**src/rtl/core/u8san_pkg.sv**
```systemverilog
// Shared types, constants and classification functions for the UTF-8 stream sanitizer.
package u8san_pkg;

  localparam int unsigned RunMax    = 4;
  localparam int unsigned RunIdxW   = $clog2(RunMax);
  localparam int unsigned HeldDepth = 3;
  localparam int unsigned HeldIdxW  = $clog2(HeldDepth);
  localparam int unsigned QDepth    = 4;
  localparam int unsigned QAddrW    = $clog2(QDepth);

  localparam logic [7:0] AsciiMax   = 8'h7F;
  localparam logic [7:0] Lead2Min   = 8'hC2;
  localparam logic [7:0] Lead2Max   = 8'hDF;
  localparam logic [7:0] Lead3Min   = 8'hE0;
  localparam logic [7:0] Lead3Max   = 8'hEF;
  localparam logic [7:0] Lead4Min   = 8'hF0;
  localparam logic [7:0] Lead4Max   = 8'hF4;
  localparam logic [7:0] ContMask   = 8'hC0;
  localparam logic [7:0] ContTag    = 8'h80;
  localparam logic [7:0] LeadE0     = 8'hE0;
  localparam logic [7:0] LeadED     = 8'hED;
  localparam logic [7:0] LeadF0     = 8'hF0;
  localparam logic [7:0] LeadF4     = 8'hF4;
  localparam logic [7:0] MinAfterE0 = 8'hA0;
  localparam logic [7:0] MaxAfterED = 8'h9F;
  localparam logic [7:0] MinAfterF0 = 8'h90;
  localparam logic [7:0] MaxAfterF4 = 8'h8F;

  localparam logic [2:0] LenNone = 3'd0;
  localparam logic [2:0] LenTwo  = 3'd2;
  localparam logic [2:0] LenThree = 3'd3;
  localparam logic [2:0] LenFour = 3'd4;

  typedef struct packed {
    logic [7:0] in_byte;
    logic       string_last;
  } in_beat_t;

  typedef struct packed {
    logic [7:0] out_byte;
    logic       byte_valid;
    logic       run_last;
    logic       string_end;
  } out_beat_t;

  typedef struct packed {
    logic [RunMax-1:0][7:0] bytes;
    logic [RunIdxW-1:0]     len_m1;
    logic                   has_data;
    logic                   last;
  } run_t;

  function automatic logic [2:0] lead_len(input logic [7:0] b);
    logic [2:0] len;
    len = LenNone;
    if (b >= Lead2Min && b <= Lead2Max) len = LenTwo;
    else if (b >= Lead3Min && b <= Lead3Max) len = LenThree;
    else if (b >= Lead4Min && b <= Lead4Max) len = LenFour;
    return len;
  endfunction

  function automatic logic second_byte_ok(input logic [7:0] lead, input logic [7:0] b);
    logic ok;
    ok = 1'b1;
    if (lead == LeadE0 && b < MinAfterE0) ok = 1'b0;
    if (lead == LeadED && b > MaxAfterED) ok = 1'b0;
    if (lead == LeadF0 && b < MinAfterF0) ok = 1'b0;
    if (lead == LeadF4 && b > MaxAfterF4) ok = 1'b0;
    return ok;
  endfunction

endpackage

```
**src/rtl/core/u8san_front.sv**
```systemverilog
// Front end: accepts input beats, tracks the open sequence and forms complete runs.
module u8san_front import u8san_pkg::*; (
  input  logic     clk,
  input  logic     rst,
  input  logic     in_valid,
  output logic     in_ready,
  input  in_beat_t in_beat,
  input  logic     q_full,
  output logic     push,
  output run_t     push_run
);

  logic [7:0]          held [HeldDepth];
  logic [2:0]          exp_len;
  logic [2:0]          exp_len_next;
  logic [HeldIdxW-1:0] held_count;
  logic [HeldIdxW-1:0] held_count_next;
  logic                hold_wr;
  logic [HeldIdxW-1:0] hold_idx;
  logic [7:0]          b;
  logic                ok;
  logic                handled;
  logic                emit;
  logic [2:0]          len;
  run_t                run;

  assign in_ready = !q_full;
  assign b        = in_beat.in_byte;

  always_comb begin
    exp_len_next    = exp_len;
    held_count_next = held_count;
    hold_wr         = 1'b0;
    hold_idx        = held_count;
    handled         = 1'b0;
    emit            = 1'b0;
    len             = lead_len(b);
    run             = '0;
    ok = ((b & ContMask) == ContTag) &&
         ((held_count != HeldIdxW'(1)) || second_byte_ok(held[0], b));

    if (exp_len != LenNone) begin
      if (ok) begin
        handled = 1'b1;
        if (({1'b0, held_count} + 3'd1) >= exp_len) begin
          emit = 1'b1;
          for (int k = 0; k < RunMax - 1; k++) begin
            run.bytes[k] = (RunIdxW'(k) < RunIdxW'(held_count)) ? held[k] : b;
          end
          run.bytes[RunMax-1] = b;
          run.len_m1          = RunIdxW'(held_count);
          exp_len_next        = LenNone;
          held_count_next     = '0;
        end else begin
          hold_wr         = 1'b1;
          hold_idx        = held_count;
          held_count_next = held_count + HeldIdxW'(1);
        end
      end else begin
        exp_len_next    = LenNone;
        held_count_next = '0;
      end
    end

    if (!handled) begin
      if (b <= AsciiMax) begin
        emit   = 1'b1;
        run.bytes = {RunMax{b}};
        run.len_m1 = '0;
      end else if (len != LenNone) begin
        hold_wr         = 1'b1;
        hold_idx        = '0;
        held_count_next = HeldIdxW'(1);
        exp_len_next    = len;
      end
    end

    if (in_beat.string_last) begin
      exp_len_next    = LenNone;
      held_count_next = '0;
    end

    run.has_data = emit;
    run.last     = in_beat.string_last;
  end

  assign push     = in_valid && in_ready && (emit || in_beat.string_last);
  assign push_run = run;

  always_ff @(posedge clk) begin
    if (rst) begin
      exp_len    <= LenNone;
      held_count <= '0;
    end else if (in_valid && in_ready) begin
      exp_len    <= exp_len_next;
      held_count <= held_count_next;
    end
  end

  always_ff @(posedge clk) begin
    if (in_valid && in_ready && hold_wr) begin
      held[hold_idx] <= b;
    end
  end

endmodule

```
**src/rtl/core/u8san_queue.sv**
```systemverilog
// Short run queue between the front end and the back end.
module u8san_queue import u8san_pkg::*; (
  input  logic clk,
  input  logic rst,
  input  logic push,
  input  run_t push_run,
  output logic full,
  input  logic pop,
  output logic empty,
  output run_t head
);

  run_t              slots [QDepth];
  logic [QAddrW-1:0] wr_ptr;
  logic [QAddrW-1:0] rd_ptr;
  logic [QAddrW:0]   count;

  assign full  = (count == (QAddrW+1)'(QDepth));
  assign empty = (count == '0);
  assign head  = slots[rd_ptr];

  always_ff @(posedge clk) begin
    if (rst) begin
      wr_ptr <= '0;
      rd_ptr <= '0;
      count  <= '0;
    end else begin
      if (push) wr_ptr <= wr_ptr + QAddrW'(1);
      if (pop)  rd_ptr <= rd_ptr + QAddrW'(1);
      if (push && !pop) count <= count + (QAddrW+1)'(1);
      else if (pop && !push) count <= count - (QAddrW+1)'(1);
    end
  end

  always_ff @(posedge clk) begin
    if (push) slots[wr_ptr] <= push_run;
  end

endmodule

```
**src/rtl/core/u8san_back.sv**
```systemverilog
// Back end: unrolls queued runs into output beats through an output register.
module u8san_back import u8san_pkg::*; (
  input  logic      clk,
  input  logic      rst,
  input  logic      empty,
  input  run_t      head,
  output logic      pop,
  output logic      out_valid,
  input  logic      out_ready,
  output out_beat_t out_beat
);

  logic [RunIdxW-1:0] idx;
  logic               load;
  logic               at_end;

  assign load   = !empty && (!out_valid || out_ready);
  assign at_end = (idx == head.len_m1);
  assign pop    = load && at_end;

  always_ff @(posedge clk) begin
    if (rst) begin
      out_valid <= 1'b0;
      idx       <= '0;
    end else if (load) begin
      out_valid <= 1'b1;
      idx       <= at_end ? '0 : idx + RunIdxW'(1);
    end else if (out_ready) begin
      out_valid <= 1'b0;
    end
  end

  always_ff @(posedge clk) begin
    if (load) begin
      out_beat.out_byte   <= head.bytes[idx];
      out_beat.byte_valid <= head.has_data;
      out_beat.run_last   <= at_end;
      out_beat.string_end <= at_end && head.last;
    end
  end

endmodule

```
**src/rtl/core/utf8_stream_sanitizer_unit.sv**
```systemverilog
// Top level of the UTF-8 stream sanitizer: front end, run queue and back end.
//
//   channel | direction | payload    | handshake
//   input   | in        | in_beat_t  | in_valid / in_ready
//   output  | out       | out_beat_t | out_valid / out_ready
//
// One input beat per cycle; in_ready drops only while the four-entry run queue is full.
// Each run leaves as one output beat per cycle while out_ready is high.
// The first output beat of a run passes through the run queue and then the output register.
// rst (synchronous) empties the queue, the output register and any open sequence.
module utf8_stream_sanitizer_unit import u8san_pkg::*; (
  input  logic      clk,
  input  logic      rst,
  input  logic      in_valid,
  output logic      in_ready,
  input  in_beat_t  in_beat,
  output logic      out_valid,
  input  logic      out_ready,
  output out_beat_t out_beat
);

  logic push;
  run_t push_run;
  logic q_full;
  logic q_empty;
  logic pop;
  run_t head;

  u8san_front u_front (
    .clk      (clk),
    .rst      (rst),
    .in_valid (in_valid),
    .in_ready (in_ready),
    .in_beat  (in_beat),
    .q_full   (q_full),
    .push     (push),
    .push_run (push_run)
  );

  u8san_queue u_queue (
    .clk      (clk),
    .rst      (rst),
    .push     (push),
    .push_run (push_run),
    .full     (q_full),
    .pop      (pop),
    .empty    (q_empty),
    .head     (head)
  );

  u8san_back u_back (
    .clk       (clk),
    .rst       (rst),
    .empty     (q_empty),
    .head      (head),
    .pop       (pop),
    .out_valid (out_valid),
    .out_ready (out_ready),
    .out_beat  (out_beat)
  );

endmodule

```
**config.mk**
```make
export PLATFORM = sky130hd
export DESIGN_NAME = utf8_stream_sanitizer_unit
export DESIGN_NICKNAME = d
export VERILOG_FILES = /design/src/rtl/core/u8san_pkg.sv /design/src/rtl/core/u8san_front.sv /design/src/rtl/core/u8san_queue.sv /design/src/rtl/core/u8san_back.sv /design/src/rtl/core/utf8_stream_sanitizer_unit.sv
export SDC_FILE = /design/constraint.sdc
export NUM_CORES = 1
export LEC_CHECK = 0
export BUFFER_PORTS_ARGS = -buffer_cell sky130_fd_sc_hd__buf_2
export CAP_MARGIN = 20
export CORE_MARGIN = 2
export CORE_UTILIZATION = 56
export DETAILED_ROUTE_END_ITERATION = 10
export GPL_TIMING_DRIVEN = 1
export PLACE_DENSITY = 0.76
export REMOVE_ABC_BUFFERS = 1
export SLEW_MARGIN = 5
export SYNTH_ARGS = -nofsm -noshare
export SYNTH_HDL_FRONTEND = slang
export SYNTH_HIERARCHICAL = 1
export SYNTH_SLANG_ARGS = --single-unit
```
**constraint.sdc**
```tcl
create_clock -name clk -period 3.5 [get_ports clk]
set_input_delay 0.35 -clock clk [delete_from_list [all_inputs] [get_ports clk]]
set_output_delay 0.35 -clock clk [all_outputs]
set_load 0.02 [all_outputs]
```
==> results.yml <==
final_layout:
  syn_to_final_growth_pct: 11.29
  final_common_cell: "edfxtp_1"
  fin_util: 0.6302
  register_area_mm2: 0.005717
  antenna_cells: 0
  fin_cells: 678
  multi_input_area_mm2: 0.002213
  nets: 507
  n_fill_cell: 1008
  drive_above_1_share: 0.2449
  layout_common_cells: "edfxtp_1 (179), mux4_2 (38), buf_2 (25)"
timing:
  rsz0062_at_grt: "no"
  fmax_mhz: 311.5
  slew_viol_final: 0
  post-route-period-util: 0.9173
  slew_headroom: 0.4868
  min_period_ps: 3211
  fin_skew_ps: 7.631
  tightest_slew_ps: 768.7
  layout_setup_ws_ps: 289.3
  finalSetupViolCount: 0
  holdWs_ps: 220.4
  hold_violations: 0
grt:
  grt_first_pass_wirelength_um: 24030
  grt_usage: 0.2081
  grt_max_degree: 37
  grt_overflow: 0
  grt_pass1_vias: 4249
  antenna_found_initial: 0
worst_setup_path:
  critPathTopFamily: "adder cells"
  cp-end-kind: "register"
  crit_buf_inv: 3
  cp.arrival_ps: 3570
  cp_slowest_stage_delay_ps: 370
  r2r_cells: 15
  critPathMostFrequentCell: "ha_1"
  crit_chain: "buf_4 > ha_1 > ha_1 > nand2_1 > o21ai_0 > nand3_1 > nand2b_4 > inv_4 > o31a_1 > ha_1 > inv_1 > fa_1 > xor2_1 > or3_1 > a21oi_1"
  reg2reg_to: "u_queue/count[2]"
  rrSetupSlack_ps: 290
  worstReg2RegStart: "u_front/held_count[1]"
  path_class: "reg2reg"
  cp_max_fo: 15
  required_ps: 3860
  setup.worst_path.start: "u_front/held_count[1]"
  crit_slowest_cell: "fa_1"
  cp-start-kind: "register"
placement:
  dp_hpwl_um: 9706
  pre_cts_ws_ps: 263.4
  place_congestion: 0.8877
  placed_cells: 644
  io_buffers: 25
power:
  peakVddDrop_mv: 0.4437
  power.density_mw_per_mm2: 656.1
  fin_total_pwr_mw: 5.941
  p_leak_nw: 2.996
yosys:
  synthArstFlopShare: 0
  synth_edf_count: 179
  ys_ff_latch: 196
  syn_area_mm2: 0.008137
  ys_warn_count: 6
  synth_top_area_frac: 0.6606
  yosysUniqueCellTypes: 54
  seq_area_frac_synth: 0.7024
  synthFlopType: "edfxtp_1"
  ys_top_cells_by_area: "edfxtp_1 (66%), mux4_2 (11%), dfxtp_1 (4.2%), mux4_1 (1.9%), ha_1 (1.8%)"
  avgSynthCellArea_um2: 18.62
  synth_cells: 437
  synth_top_area_cell: "edfxtp_1"
floorplan:
  dieArea_mm2: 0.01551
  io_pins: 26
  die_x_um: 124.5
  fp-row-count: 44
  coreArea_mm2: 0.01437
  start_util: 0.5663
  die_h_um: 124.5
drt:
  drt-wirelength-per-cell_um: 22.75
  via_per_inst: 6.224
  routed_wl_um: 15430
  num_vias: 4220
  drt_iter0_drc: 398
  ant_nets: 0
  drt_drc_violations_left: 0
  drt-pass1-iter-count: 5
clock_tree:
  root_buffer: "clkbuf_16"
  clkLatencyLatePin_ps: 430
  cts_setup_buffers: 0
  clk_pin_slew_ps: 60
  cts_tree: "built"
  cts_hold_buf: 0
  clockBufferDepth: 2
  clock_sinks: 196
  numCtsBuffers: 17
  cts_resized: 0
  cts_max_level: 4
run_status:
  outcome: "finished, final reports clean"
hold_path:
  holdPathEnd: "u_front/held[0][0]"
  holdPathStages: 1
  min_from: "in_beat[1]"
  hp-class: "in2reg"
flow_run:
  maxCapViolations: 0
synth_stat cells (3+ instances only):
cell,instances
xor2_1,5
mux2i_1,8
a21boi_0,6
a22o_1,6
o31ai_2,4
ha_1,12
nor2_1,22
nor3_1,6
nand3b_1,3
nor4_1,3
clkbuf_1,6
buf_12,3
mux4_1,6
nand4_1,3
nand2b_1,3
or3_1,3
o21ai_0,7
and2_1,5
mux4_2,38
nand2_1,14
nor2b_1,4
buf_2,4
dfxtp_1,17
edfxtp_1,179
buf_4,3
inv_1,12
a32o_1,12
a21oi_1,7
stage by stage:
step	instance area (um^2)	TNS, ps
global placement	8529	0
finish	9055	0
global route	9055	0
floorplan	7975	-56310
detailed placement	8529	0
CTS	9040	0
layout make-up:
type / instances / share of cell area
clock buffer: 23 / 0.04947
clock inverter: 9 / 0.006909
inverter: 13 / 0.005665
multi-input combinational: 207 / 0.2444
sequential: 196 / 0.6313
tap: 184 / 0.02542
timing repair buffer: 46 / 0.03676
power breakdown:
part	internal [mW]	switching [mW]
Clock	0.962	0.752
Sequential	2.86	0.113
Combinational	0.566	0.685
state kept, by name (all words and copies together) (netlist names), named ones only:
register and cells:
u_back/out_beat 11, u_back/idx 2, u_front/exp_len 3, u_queue/wr_ptr 2, u_queue/count 3, u_front/held 24, u_front/held_count 2, u_back/out_valid 1
u_queue/rd_ptr 2, u_queue/slots 144
worst max path at each step:
stage | endpoint | slack, ps | cells after the start
finish | u_queue/count[2] | 290 | 15
CTS | u_queue/count[2] | 240 | 15
global placement | u_queue/count[2] | 410 | 15
global route | u_queue/count[2] | 60 | 15
detailed placement | u_queue/count[2] | 260 | 15
floorplan | u_queue/slots[0][0] | -390 | 10
metal layers:
metal  up-vias  global-route usage  routed length (um)  part of all wire
met1      2157              0.2976                6515              0.42
li1       1876                   -                   -                 -
met3        37             0.04768                 945             0.061
met4         0             0.09319                 490             0.032
met2       150              0.3108                7476              0.48
met5         -                   0                   0                 0
kinds of logic (layout without fill, tap and decap cells):
family	after synthesis	after routing	synth area share
muxes	52	52	0.1344
xor gates and xnor gates	7	7	0.007535
DFF	196	196	0.7024
adders and majority gates	13	13	0.02091
buffers and inverters	34	91	0.02614
AOI/OAI and AO/OA	57	57	0.05690
and+or+nand+nor	78	78	0.05167
No activity file was read; power rests on OpenSTA's default activity.
